<file path="config.mk">
export PLATFORM = sky130hd
export DESIGN_NAME = template_list_discovery
export DESIGN_NICKNAME = d
export VERILOG_FILES = /design/src/hdl/tld_pkg.sv /design/src/hdl/template_list_discovery.sv
export SDC_FILE = /design/constraint.sdc
export NUM_CORES = 1
export LEC_CHECK = 0
export ABC_AREA = 0
export BUFFER_PORTS_ARGS = -buffer_cell sky130_fd_sc_hd__buf_2
export CAP_MARGIN = 20
export CORE_MARGIN = 1
export CORE_UTILIZATION = 30
export CTS_BUF_LIST = sky130_fd_sc_hd__clkbuf_16
export DETAILED_ROUTE_END_ITERATION = 8
export PLACE_DENSITY = 0.46
export REMOVE_ABC_BUFFERS = 1
export SLEW_MARGIN = 5
export SYNTH_ARGS = -nofsm -noshare
export SYNTH_HDL_FRONTEND = slang
export SYNTH_SLANG_ARGS = --single-unit
</file>
<file path="constraint.sdc">
create_clock -name clk_i -period 8.59 [get_ports clk_i]
set_input_delay 0.4295 -clock clk_i [delete_from_list [all_inputs] [get_ports clk_i]]
set_output_delay 0.4295 -clock clk_i [all_outputs]
set_load 0.02 [all_outputs]
</file>
<file path="src/hdl/tld_pkg.sv">
// Package for template list discovery: token kind codes and fixed widths.
// No dependencies; imported by template_list_discovery.
`default_nettype none

package tld_pkg;

  localparam int unsigned DefStackEntries = 16;
  localparam int unsigned DefPositionBits = 16;
  localparam int unsigned DepthBits       = 8;
  localparam int unsigned KindBits        = 4;

  typedef enum logic [KindBits-1:0] {
    KIND_IDENT    = 4'd0,
    KIND_LT       = 4'd1,
    KIND_GT       = 4'd2,
    KIND_GT_GT    = 4'd3,
    KIND_GT_EQ    = 4'd4,
    KIND_GT_GT_EQ = 4'd5,
    KIND_OPEN     = 4'd6,
    KIND_CLOSE    = 4'd7,
    KIND_RESET    = 4'd8,
    KIND_AND_OR   = 4'd9,
    KIND_OTHER    = 4'd10,
    KIND_END      = 4'd11
  } kind_e;

endpackage

`default_nettype wire

</file>
<file path="src/hdl/template_list_discovery.sv">
// Template list discovery top level: pending '<' stack in a synchronous memory.
// Depends on tld_pkg.
`default_nettype none

// Takes one lexer token per item (kind class and position) and reports each
// closed template list as a result item (opener position, closer position,
// offset of the closing '>' in its token, split kind, last flag). Identifiers,
// '<', open brackets, resets, end and other tokens are taken in S_IDLE and ready
// stays high. A closer on an empty stack stays in S_IDLE; otherwise S_CLOSE reads
// the top entry and returns to S_IDLE when it does not match; a matching two-'>'
// token with a second entry goes on through S_CLOSE2 and S_EMIT2, and emitting
// states wait while the result side stalls. Close brackets and '&&'/'||' stay in
// S_IDLE on an empty stack; otherwise S_POP pops the entries at or above the
// current depth, one read per entry. The pending stack lives in a synchronous
// memory with a registered read, and every look at the top entry goes through
// that read. One result register holds a finished result while the next token is taken in.
module template_list_discovery
  import tld_pkg::*;
#(
  parameter int unsigned STACK_ENTRIES = DefStackEntries,
  parameter int unsigned POSITION_BITS = DefPositionBits
) (
  input  wire                     clk_i,
  input  wire                     rst_ni,
  input  wire                     in_valid_i,
  output logic                    in_ready_o,
  input  wire  [KindBits-1:0]     token_kind_i,
  input  wire  [POSITION_BITS-1:0] token_position_i,
  output logic                    out_valid_o,
  input  wire                     out_ready_i,
  output logic [POSITION_BITS-1:0] opener_position_o,
  output logic [POSITION_BITS-1:0] closer_position_o,
  output logic                    closer_offset_o,
  output logic [1:0]              split_kind_o,
  output logic                    last_result_o
);

  localparam int unsigned IdxW   = $clog2(STACK_ENTRIES);
  localparam int unsigned CntW   = $clog2(STACK_ENTRIES + 1);
  localparam int unsigned EntryW = POSITION_BITS + DepthBits;

  typedef enum logic [4:0] {
    S_IDLE   = 5'b00001,
    S_POP    = 5'b00010,
    S_CLOSE  = 5'b00100,
    S_CLOSE2 = 5'b01000,
    S_EMIT2  = 5'b10000
  } state_e;

  state_e                 state_q, state_d;
  kind_e                  kind_q, kind_d, kind_in;
  logic [POSITION_BITS-1:0] pos_q, pos_d;
  logic [POSITION_BITS-1:0] hold_pos_q, hold_pos_d;
  logic [CntW-1:0]        count_q, count_d;
  logic [DepthBits-1:0]   depth_q, depth_d;
  logic                   after_q, after_d;

  logic [EntryW-1:0]      mem [STACK_ENTRIES];
  logic [EntryW-1:0]      rdata_q;
  logic                   rd_en, wr_en;
  logic [IdxW-1:0]        raddr, waddr;
  logic [EntryW-1:0]      wdata;
  logic [POSITION_BITS-1:0] rd_pos;
  logic [DepthBits-1:0]   rd_depth;

  logic                   out_valid_q, out_valid_d;
  logic [POSITION_BITS-1:0] opener_q, opener_d, closer_q, closer_d;
  logic                   off_q, off_d, last_q, last_d;
  logic [1:0]             split_q, split_d;
  logic                   emit, out_free, gts_two, has_eq, match;

  assign rd_pos   = rdata_q[EntryW-1:DepthBits];
  assign rd_depth = rdata_q[DepthBits-1:0];
  assign match    = (rd_depth == depth_q);
  assign gts_two  = (kind_q == KIND_GT_GT) || (kind_q == KIND_GT_GT_EQ);
  assign has_eq   = (kind_q == KIND_GT_EQ) || (kind_q == KIND_GT_GT_EQ);
  assign out_free = ~out_valid_q | out_ready_i;
  assign kind_in  = kind_e'(token_kind_i);
  assign in_ready_o = (state_q == S_IDLE);

  always_comb begin
    state_d    = state_q;
    kind_d     = kind_q;
    pos_d      = pos_q;
    hold_pos_d = hold_pos_q;
    count_d    = count_q;
    depth_d    = depth_q;
    after_d    = after_q;
    rd_en      = 1'b0;
    raddr      = IdxW'(count_q - CntW'(1));
    wr_en      = 1'b0;
    waddr      = count_q[IdxW-1:0];
    wdata      = {pos_q, depth_q};
    emit       = 1'b0;
    opener_d   = opener_q;
    closer_d   = closer_q;
    off_d      = off_q;
    split_d    = split_q;
    last_d     = last_q;

    unique case (state_q)
      S_IDLE: begin
        if (in_valid_i) begin
          kind_d  = kind_in;
          pos_d   = token_position_i;
          after_d = (kind_in == KIND_IDENT);
          wdata   = {token_position_i, depth_q};
          case (kind_in)
            KIND_LT: begin
              if (after_q && (count_q < CntW'(STACK_ENTRIES))) begin
                wr_en   = 1'b1;
                count_d = count_q + CntW'(1);
              end
            end
            KIND_GT, KIND_GT_GT, KIND_GT_EQ, KIND_GT_GT_EQ: begin
              if (count_q != '0) begin
                rd_en   = 1'b1;
                state_d = S_CLOSE;
              end
            end
            KIND_OPEN: begin
              if (depth_q != '1) depth_d = depth_q + DepthBits'(1);
            end
            KIND_CLOSE, KIND_AND_OR: begin
              if (count_q != '0) begin
                rd_en   = 1'b1;
                state_d = S_POP;
              end else if (kind_in == KIND_CLOSE && depth_q != '0) begin
                depth_d = depth_q - DepthBits'(1);
              end
            end
            KIND_RESET, KIND_END: begin
              count_d = '0;
              depth_d = '0;
            end
            default: ;
          endcase
        end
      end
      S_POP: begin
        if (rd_depth >= depth_q && count_q > CntW'(1)) begin
          count_d = count_q - CntW'(1);
          rd_en   = 1'b1;
          raddr   = IdxW'(count_q - CntW'(2));
        end else begin
          if (rd_depth >= depth_q) count_d = count_q - CntW'(1);
          if (kind_q == KIND_CLOSE && depth_q != '0) depth_d = depth_q - DepthBits'(1);
          state_d = S_IDLE;
        end
      end
      S_CLOSE: begin
        if (!match) begin
          state_d = S_IDLE;
        end else if (gts_two && count_q > CntW'(1)) begin
          hold_pos_d = rd_pos;
          count_d    = count_q - CntW'(1);
          rd_en      = 1'b1;
          raddr      = IdxW'(count_q - CntW'(2));
          state_d    = S_CLOSE2;
        end else if (out_free) begin
          emit     = 1'b1;
          opener_d = rd_pos;
          off_d    = 1'b0;
          last_d   = 1'b1;
          count_d  = count_q - CntW'(1);
          if (!gts_two && has_eq) begin
            count_d = '0;
            depth_d = '0;
          end
          state_d = S_IDLE;
        end
      end
      S_CLOSE2: begin
        if (out_free) begin
          emit     = 1'b1;
          opener_d = hold_pos_q;
          off_d    = 1'b0;
          last_d   = ~match;
          state_d  = match ? S_EMIT2 : S_IDLE;
        end
      end
      S_EMIT2: begin
        if (out_free) begin
          emit     = 1'b1;
          opener_d = rd_pos;
          off_d    = 1'b1;
          last_d   = 1'b1;
          count_d  = count_q - CntW'(1);
          if (has_eq) begin
            count_d = '0;
            depth_d = '0;
          end
          state_d = S_IDLE;
        end
      end
      default: state_d = S_IDLE;
    endcase

    if (emit) begin
      closer_d = pos_q;
      split_d  = 2'(kind_q - KIND_GT);
    end
    out_valid_d = emit | (out_valid_q & ~out_ready_i);
  end

  always_ff @(posedge clk_i) begin
    if (wr_en) mem[waddr] <= wdata;
    if (rd_en) rdata_q <= mem[raddr];
  end

  always_ff @(posedge clk_i or negedge rst_ni) begin
    if (!rst_ni) begin
      state_q     <= S_IDLE;
      count_q     <= '0;
      depth_q     <= '0;
      after_q     <= 1'b0;
      out_valid_q <= 1'b0;
    end else begin
      state_q     <= state_d;
      count_q     <= count_d;
      depth_q     <= depth_d;
      after_q     <= after_d;
      out_valid_q <= out_valid_d;
    end
  end

  always_ff @(posedge clk_i) begin
    kind_q     <= kind_d;
    pos_q      <= pos_d;
    hold_pos_q <= hold_pos_d;
    opener_q   <= opener_d;
    closer_q   <= closer_d;
    off_q      <= off_d;
    split_q    <= split_d;
    last_q     <= last_d;
  end

  assign out_valid_o       = out_valid_q;
  assign opener_position_o = opener_q;
  assign closer_position_o = closer_q;
  assign closer_offset_o   = off_q;
  assign split_kind_o      = split_q;
  assign last_result_o     = last_q;

`ifndef SYNTHESIS
  a_count_bound: assert property (@(posedge clk_i) disable iff (!rst_ni)
    count_q <= CntW'(STACK_ENTRIES))
    else $error("stack count beyond capacity");

  a_emit2_after_first: assert property (@(posedge clk_i) disable iff (!rst_ni)
    state_q == S_EMIT2 |-> !last_q && !off_q)
    else $error("second closing without a pending first result");

  a_pop_shrinks: assert property (@(posedge clk_i) disable iff (!rst_ni)
    state_q == S_POP |=> count_q <= $past(count_q))
    else $error("stack grew while popping");
`endif

endmodule

`default_nettype wire
</file>
==> Word-level counts from Yosys, hierarchy flattened <==
Memory sizes are Yosys's and may differ from the RTL's. A register that Yosys moved wholly into a read port is not among the register bits.
Index checks and enable logic that the tools add are counted.
W data, S select, Z words.
{ "totals": {"ff_bits": 92, "ram_bits": 384, "word_cells": 172, "n_memories": 1} }
{ "memory_table": {"columns": ["memory", "depth", "width", "read_ports", "rd_clocked_by_memory_dff", "wr", "line", "text"], "rows": [
  ["mem", 16, 24, 1, 1, 1, "template_list_discovery.sv:58", "logic [EntryW-1:0] mem [STACK_ENTRIES];"]
]} }
{ "op_classes": {"addsub": 6, "order_cmp": 3, "n_eq_ne": 42, "mux": 75, "bitwise_logic": 6, "n_reduce_logical": 26} }
{ "ops": {"columns": ["op", "count"], "rows": [
  ["$mux W8", 12],
  ["$mux W5", 19],
  ["$mux W16", 4],
  ["$mux W24", 2],
  ["$pmux W16 S3", 1],
  ["$pmux W8 S4", 1],
  ["$eq A4 B3 Y1 const B", 7],
  ["$pmux W5 S5", 1],
  ["$ne A3 B3 Y1 const B", 8],
  ["$pmux W8 S3", 1],
  ["$mux W1", 23],
  ["$ne A2 B2 Y1 const B", 10],
  ["$pmux W5 S2", 2],
  ["$pmux W5 S4", 1],
  ["$reduce_and A14 Y1", 1],
  ["$eq A4 B2 Y1 const B", 3],
  ["$eq A4 B4 Y1 const B", 3],
  ["$mux W4", 3],
  ["$pmux W1 S3", 3],
  ["$add A8 B1 Y8 const B", 1],
  ["$eq A8 B8 Y1", 1],
  ["$ge A8 B8 Y1", 1],
  ["$ne A8 B8 Y1 const B", 1],
  ["$pmux W4 S2", 1],
  ["other kinds (35)", 48]
]} }

==> Depth between registers and ports, before layout <==
Gate-level depths: netlist of the first run.
{ "logic_depth": {"word_depth": 9, "depth_mapped": 14} }

==> Worst setup path before layout of the first run <==
Ideal clock, no wire load.
{ "synth_path": {"path_type": "flip-flop to flip-flop", "start": "register depth_q[7]", "end": "register rdata_q[23], read port of mem (data pin)", "setup_ns": 0.272, "t_arrival_ns": 3.158, "required_ns": 8.318, "path_slack_ns": 5.161, "stages_incl_launch_ff": 12, "path_buffers": 1, "path_cell_list": "dfrtp_1 > inv_1 > ha_1 > nand4_1 > nor2_1 > and3_2 > o31a_1 > buf_4 > mux2_2 > a21o_1 > o221a_1 > or4_1"} }
{ "synth_via": {"elab_chain_len": 4} }
{ "synth_rtl": {"columns": ["element", "line", "text"], "rows": [
  ["start, declared", "template_list_discovery.sv:55", "logic [DepthBits-1:0] depth_q, depth_d;"],
  ["start signal, assigned", "template_list_discovery.sv:221", "depth_q <= depth_d;"],
  ["$ge A8 B8 Y1", "template_list_discovery.sv:141", "if (rd_depth >= depth_q && count_q > CntW'(1)) begin"],
  ["$logic_and A1 B1 Y1", "template_list_discovery.sv:141", null],
  ["$mux W1 / $mux W4 (equally long branches)", "template_list_discovery.sv:141", null],
  ["$pmux W1 S3 / $pmux W4 S2 (equally long branches)", "template_list_discovery.sv:101", "unique case (state_q)"],
  ["end, declared", "template_list_discovery.sv:59", "logic [EntryW-1:0] rdata_q;"]
]} }
Several ways; a longest one is shown, not always the timed one.
A chain may end at the register's enable or synchronous reset.

==> Final worst setup path of the first run <==
{ "layout_path": {"start": "register depth_q[7]", "end": "register rdata_q[2], read port of mem (data pin)"} }
Same word-level chain as after synthesis.

==> results of run 1 <==
==> cells in the final DEF (no fill, tap or decap), types with 9 or more instances in the layout <==
cell           netlist  final
edfxtp_1           480    480
nand2_1            160    159
a21oi_1            110    110
a21o_1              95     95
and2_1             103     92
buf_2               18     62
clkbuf_16            0     54
o221ai_1            52     52
inv_1               21     35
a221oi_1            25     25
nor2_1              29     24
a221o_1             23     23
nand4b_1            22     22
dfrtp_1             19     19
buf_4                2     19
mux2_2              19     18
ha_1                17     17
and3_1              18     15
o21ai_0             15     15
dlygate4sd3_1        0     15
clkinv_1             0     13
and2_2               0     11
nand3_1             10     10
nor3_1               9      9
==> cells by family after synthesis <==
family / share of synthesized area [%]
AOI/OAI and AO/OA: 13.1
xor gates and xnor gates: 0.212
adders and majority gates: 1.03
buffers and inverters: 2.04
DFF: 72.3
muxes: 1.38
and+or+nand+nor: 10.0
==> worst reg2reg max path, delay by kind of cell, from the launching register on <==
family / cells / cell delay (ns)
fa+ha+maj: 1 / 0.36
simple gates: 4 / 1.23
buf+inv: 2 / 0.95
mux: 1 / 0.77
flops: 1 / 0.71
compound gates: 3 / 0.90
==> cell type report <==
| class | count | area [um2] | area share [%] |
|---|---|---|---|
| clock buffers | 54 | 1350 | 5.68 |
| inverters | 22 | 82.6 | 0.347 |
| well taps | 873 | 1090 | 4.59 |
| multi-input cells | 811 | 5450 | 22.9 |
| clock inverters | 43 | 256 | 1.08 |
| repair buffers | 98 | 643 | 2.70 |
| flip-flops and latches | 500 | 14900 | 62.7 |
==> metal layers <==
layer  GRT usage [%]  vias to the layer above
met5               0                        -
met4            4.34                        0
met3            2.68                       78
met2            24.7                      388
met1            24.8                     6444
li1                -                     5636
==> report_power, final <==
group	switching (W)	internal, W	leakage, nW
Sequential	0.000161	0.00304	4.61
Combinational	0.00218	0.00111	2.77
Clock	0.000958	0.00117	0.829
Total	0.00330	0.00532	8.21
==> registers in the layout (all words and copies together) (netlist names) <==
signal,count
closer_position_o,16
opener_position_o,16
out_valid_o,1
count_q,5
mem,384
last_result_o,1
pos_q,16
closer_offset_o,1
after_q,1
rdata_q,24
state_q,5
split_kind_o,2
hold_pos_q,16
kind_q,4
depth_q,8
==> metrics by stage <==
stage,power (W),cell area (um2)
2_1_floorplan,0.00545,20300
3_3_place_gp,0.00655,22000
3_5_place_dp,0.00658,22000
4_1_cts,0.00873,23800
5_1_grt,0.00914,23800
6_report,0.00863,23800
==> path summary, 6_finish.rpt <==
path                                                        end  slack, ns
worst max register to register             rdata_q[2]$_DFFE_PP_       3.52
worst min-delay path                         pos_q[5]$_DFFE_PP_       0.03
worst min register to register  closer_position_o[15]$_DFFE_PP_       0.45
min in group asynchronous                   after_q$_DFFE_PN0P_       0.36
worst max-delay path                       rdata_q[2]$_DFFE_PP_       3.52
max in group asynchronous                depth_q[7]$_DFFE_PN0P_       7.84
==> repair_timing <==
item / 4_1_cts / 5_1_grt
setup endpoints to repair: 0 / 0
hold buffers: 15 / 0
hold endpoints to repair: 33 / 0
==> flow_summary_export.csv, run 1 <==
group,metric,value,unit
clock_network,cts.sinks,500,
sta,max_freq,0.197,GHz
worst_setup_path,slowest_stage,"mux2i_4",
cells_and_area,final_cell_count_no_fill,2401,
sta,tightest_slew,1.19,ns
die,row_count,95,
clock_network,ctsRootBufferMaster,"clkbuf_16",
cells_and_area,fill_cells,6452,
sta,holdWs,0.0307,ns
sta,skew,0.0295,ns
synthesis,syn_inst,1415,
synthesis,ys_warn_count,0,
worst_setup_path,reg2reg_depth,11,
clock_network,cts_tree,"done",
hold_path,hold_depth,1,
worst_setup_path,criticalPathCategory,"reg -> reg",
worst_setup_path,cp.depth,11,
sta,finalSetupViolations,0,
sta,min_period,5.07,ns
route,route.detailed.drc,0,
sta,tns,0,ns
worst_setup_path,critical_path.startpoint,"depth_q[7]$_DFFE_PN0P_",
route,drt_iter0_drc,1256,
cells_and_area,final_core_util,35.2,%
sta,min_period_over_period,59.0,%
die,die-height,264,um
worst_setup_path,critPathTopFamily,"simple AND/OR/NAND/NOR gates",
placed_design,place.gp.congestion,0.839,
cells_and_area,final_nets,1528,
route,vias,12546,
synthesis,ys.flop_type,"edfxtp_1",
synthesis,synth_edf_count,480,
synthesis,avgSynthCellArea,14.6,um2
power,cellPowerDensity,363,nW/um2
global_route,first_global_vias,12229,
synthesis,ys_seq_elements,500,
synthesis,synth_area,20600,um2
die,dieArea,69800,um2
outcome,status,"finished, final reports clean",
placed_design,place_ws,3.54,ns
worst_setup_path,path_cells,"inv_1 -> ha_1 -> nand4_1 -> nor2_1 -> and3_2 -> o31a_1 -> mux2i_4 -> buf_4 -> a21oi_1 -> a221o_1 -> nand4b_1",
synthesis,synth-async-reset-ratio,4.00,%
worst_setup_path,endpoint_kind,"flip-flop",
route,dr.pass1.iters,5,
die,core_area,67600,um2
clock_network,h-tree-depth,2,
worst_setup_path,worst-path-buf-inv,2,
worst_setup_path,reg2reg_from,"depth_q[7]$_DFFE_PN0P_",
route,avgViaCountPerCell,5.23,
synthesis,synth_top_cells_by_count,"edfxtp_1, nand2_1, a21oi_1",
flow_run,timing.max_cap.violations,0,
sta,fin_ws,3.52,ns
clock_network,post_cts_resized,0,
sta,finalMaxSlewViolations,0,
route,wl_met1,27.8,mm
worst_setup_path,crit_arrival,5.52,ns
cells_and_area,drive_gt1_share,13.9,%
global_route,grt_util_all_layers,16.5,%
hold_path,hold_path_class,"in -> reg",
placed_design,place_hpwl,28.8,mm
cells_and_area,n_antenna_cell,0,
synthesis,yosysTopAreaCell,"edfxtp_1",
route,wl_per_cell,24.0,um
sta,rsz0062_at_grt,"no",
power,leakagePower,8.21,nW
placed_design,post-place-cells,2289,
power,ir_drop,437,uV
worst_setup_path,cp_max_fo,55,
route,final_antenna_net_count,0,
worst_setup_path,cpPeakStageDelay,0.77,ns
route,met3_length,3.44,mm
hold_path,min-delay-start,"token_position_i[5]",
synthesis,yosysSeqAreaShare,72.3,%
synthesis,synth.top_cell.area_share,69.8,%
route,wl_met2,25.4,mm
die,initial_core_util,30.5,%
synthesis,synth.area.top_cells,"edfxtp_1, a21o_1, and2_1",
clock_network,clock_latency,0.62,ns
synthesis,synth_most_common_cell,"edfxtp_1",
global_route,grt_pass1_wl,84.9,mm
clock_network,cts_buffers,54,
global_route,grt_max_degree,153,
route,top_layer_used,"met4",
placed_design,portBuffers,61,
clock_network,clk_path_buf_depth,3,
die,pin_count,62,
synthesis,synth_cell_types,70,
worst_setup_path,cp-start-kind,"flip-flop",
clock_network,clkTransAtPathRegs,0.06,ns
die,dieWidth,264,um
global_route,antenna_found_initial,0,
worst_setup_path,worst-endpoint-required,9.04,ns
global_route,grt_overflow,0,
route,postRouteWirelength,57.7,mm
clock_network,cts_setup_buffers,0,
sta,hold_violations,0,
cells_and_area,syn_to_final_growth,15.3,%
sta,max_slew_margin,21.0,%
Power figures use the tool's default switching activity.
==> inputs of run 2 (changes only) <==
--- a/config.mk
+++ b/config.mk
@@ -5,7 +5,7 @@
 export SDC_FILE = /design/constraint.sdc
 export NUM_CORES = 1
 export LEC_CHECK = 0
-export ABC_AREA = 0
+export ABC_AREA = 1
 export BUFFER_PORTS_ARGS = -buffer_cell sky130_fd_sc_hd__buf_2
 export CAP_MARGIN = 20
 export CORE_MARGIN = 1
==> constraint.sdc (replaced) <==
create_clock -name clk_i -period 4.8 [get_ports clk_i]
set_input_delay 0.24 -clock clk_i [delete_from_list [all_inputs] [get_ports clk_i]]
set_output_delay 0.24 -clock clk_i [all_outputs]
set_load 0.02 [all_outputs]
==> flow_summary_export.csv, run 2 <==
group,metric,value,unit
route,route.detailed.drc,0,
clock_network,clock_latency,0.60,ns
worst_setup_path,worst-endpoint-required,5.16,ns
worst_setup_path,criticalPathCategory,"reg -> reg",
flow_run,timing.max_cap.violations,0,
clock_network,cts_buffers,56,
worst_setup_path,cp_max_fo,57,
clock_network,cts_setup_buffers,0,
global_route,grt_max_degree,193,
placed_design,place.gp.congestion,0.810,
hold_path,hold_path_class,"in -> reg",
placed_design,place_ws,0.782,ns
hold_path,hold_depth,3,
synthesis,ys_seq_elements,500,
cells_and_area,largest_register_ffs,384,
placed_design,portBuffers,61,
sta,max_freq,0.252,GHz
cells_and_area,top_regs,"mem x384, rdata_q x24",
clock_network,clkTransAtPathRegs,0.06,ns
synthesis,synth.top_cell.area_share,65.7,%
cells_and_area,final_common_cell,"nand2_1",
cells_and_area,fill_cells,7170,
route,final_antenna_net_count,0,
synthesis,synth.area.top_cells,"edfxtp_1, nand3_1, nand2_1",
route,dr.pass1.iters,5,
die,row_count,98,
worst_setup_path,cp-start-kind,"flip-flop",
cells_and_area,final_cell_count_no_fill,3120,
synthesis,synth_xor_area_share,0.599,%
die,die-height,272,um
route,wl_per_cell,20.0,um
power,finalPower,0.0151,W
die,core_area,72000,um2
synthesis,ys.flop_type,"edfxtp_1",
worst_setup_path,crit_arrival,4.33,ns
route,avgViaCountPerCell,4.74,
route,drt_iter0_drc,966,
sta,tightest_slew,1.08,ns
synthesis,synth_mux_area_share,0,%
synthesis,synth_compound_area_share,1.36,%
placed_design,place_hpwl,32.6,mm
synthesis,syn_inst,2055,
die,pin_count,62,
global_route,antenna_found_initial,0,
synthesis,yosysTopAreaCell,"edfxtp_1",
synthesis,synth_edf_count,480,
synthesis,yosysSeqAreaShare,68.0,%
clock_network,cts_tree,"done",
sta,skew,0.0146,ns
clock_network,clk_path_buf_depth,3,
cells_and_area,multi_input_area,5700,um2
cells_and_area,final_cell_mix,"nand2_1, edfxtp_1, nand3_1, inv_1, buf_2",
synthesis,synth_fa_ha_area_share,0.969,%
sta,rsz0062_at_grt,"no",
worst_setup_path,cpPeakStageDelay,0.73,ns
global_route,grt_util_all_layers,16.9,%
sta,min_period_over_period,82.8,%
sta,finalMaxSlewViolations,0,
synthesis,avgSynthCellArea,10.7,um2
cells_and_area,register_area,14900,um2
die,initial_core_util,30.5,%
synthesis,synth_area,21900,um2
global_route,grt_overflow,0,
power,cellPowerDensity,596,nW/um2
synthesis,synth_cell_types,38,
die,dieArea,74300,um2
clock_network,ctsRootBufferMaster,"clkbuf_16",
die,dieWidth,272,um
synthesis,synth-simple-area-share,22.1,%
worst_setup_path,path_cells,"inv_1 -> ha_1 -> nand2_1 -> inv_2 -> nand2_1 -> nor2_4 -> nor2_1 -> nand2_1 -> nand3_4 -> nand3_4 -> buf_4 -> nand3_1 -> nand3_1 -> nand3_1 -> nand3_1 -> nand2_1",
sta,fin_ws,0.828,ns
sta,finalSetupViolations,0,
cells_and_area,final_core_util,35.3,%
clock_network,cts.sinks,500,
synthesis,ys_warn_count,0,
synthesis,synth_top_cells_by_count,"nand2_1, edfxtp_1, nand3_1",
synthesis,synth_top_family_by_area,"simple AND/OR/NAND/NOR gates",
worst_setup_path,reg2reg_depth,16,
synthesis,synth_most_common_cell,"nand2_1",
global_route,grt_pass1_wl,93.5,mm
sta,tns,0,ns
worst_setup_path,slowest_stage,"dfrtp_1",
route,postRouteWirelength,62.5,mm
route,vias,14799,
cells_and_area,top_register,"mem",
cells_and_area,final_nets,2166,
placed_design,post-place-cells,2995,
sta,max_slew_margin,28.0,%
synthesis,synth-async-reset-ratio,4.00,%
global_route,first_global_vias,14664,
power,ir_drop,556,uV
power,leakagePower,10.3,nW
sta,min_period,3.97,ns
sta,hold_violations,0,
cells_and_area,drive_gt1_share,10.2,%
clock_network,h-tree-depth,2,
worst_setup_path,endpoint_kind,"flip-flop",
cells_and_area,syn_to_final_growth,15.7,%
outcome,status,"finished, final reports clean",
cells_and_area,n_antenna_cell,0,
[run 2: logic make-up (layout without fill, tap and decap cells)]
logic type / after synthesis / in the layout
AO/OA/AOI/OAI: 51 / 51
AND/OR/NAND/NOR: 1114 / 1114
buffers and inverters: 358 / 473
adder cells (fa/ha/maj): 17 / 17
XOR/XNOR: 15 / 15
flip-flops: 500 / 500
[run 2: layout make-up]
| class | instances | area share (%) |
|---|---|---|
| multi-input combinational | 1197 | 22.5 |
| timing repair buffer | 120 | 3.51 |
| tap | 950 | 4.68 |
| clock buffer | 56 | 5.52 |
| sequential | 500 | 58.8 |
| clock inverter | 47 | 1.37 |
| inverter | 250 | 3.70 |
[run 2: timing repair]
action / in CTS / in global routing
endpoints found under the hold margin: 42 / 0
hold buffers: 22 / 0
gates resized for setup: 0 / 0
[run 2: metrics by stage]
stage                     hold WS (ns)  cell area (um2)
final                            0.126            25400
after global routing             0.120            25400
after CTS                       0.0734            25400
after detailed placement         0.284            23400
after global placement           0.268            23400
after floorplan                -0.0556            21400
[run 2: report_power, final]
part | leakage, nW | internal (W) | switching, W
clock network | 0.917 | 0.00237 | 0.00174
registers | 4.62 | 0.00544 | 0.000183
logic | 4.72 | 0.00156 | 0.00384
[run 2: per-layer routing]
metal  track usage (%)  part of all wire (%)  vias up
li1                  -                     -     7081
met1              22.8                    46     7289
met2              28.1                    47      338
met3              2.46                   4.6       91
met4              5.04                   2.8        0
met5                 0                     0        -
[run 2: worst paths after layout]
| check | slack (ns) | from | to |
|---|---|---|---|
| worst max-delay path | 0.83 | depth_q[7]$_DFFE_PN0P_ | rdata_q[8]$_DFFE_PP_ |
| worst min register to register | 0.45 | rdata_q[12]$_DFFE_PP_ | hold_pos_q[4]$_DFFE_PP_ |
| worst max register to register | 0.83 | depth_q[7]$_DFFE_PN0P_ | rdata_q[8]$_DFFE_PP_ |
| max in group asynchronous | 4.26 | rst_ni | state_q[0]$_DFFE_PN1P_ |
| worst min-delay path | 0.13 | in_valid_i | state_q[4]$_DFFE_PN0P_ |
| min in group asynchronous | 0.17 | rst_ni | depth_q[2]$_DFFE_PN0P_ |
[run 2: worst max-delay path, delay by kind of cell, from the launching register on]
family                   cells  cell delay [ns]
buffers and inverters        3             0.95
adder cells (fa/ha/maj)      1             0.37
flip-flops                   1             0.73
AND/OR/NAND/NOR             12             1.65
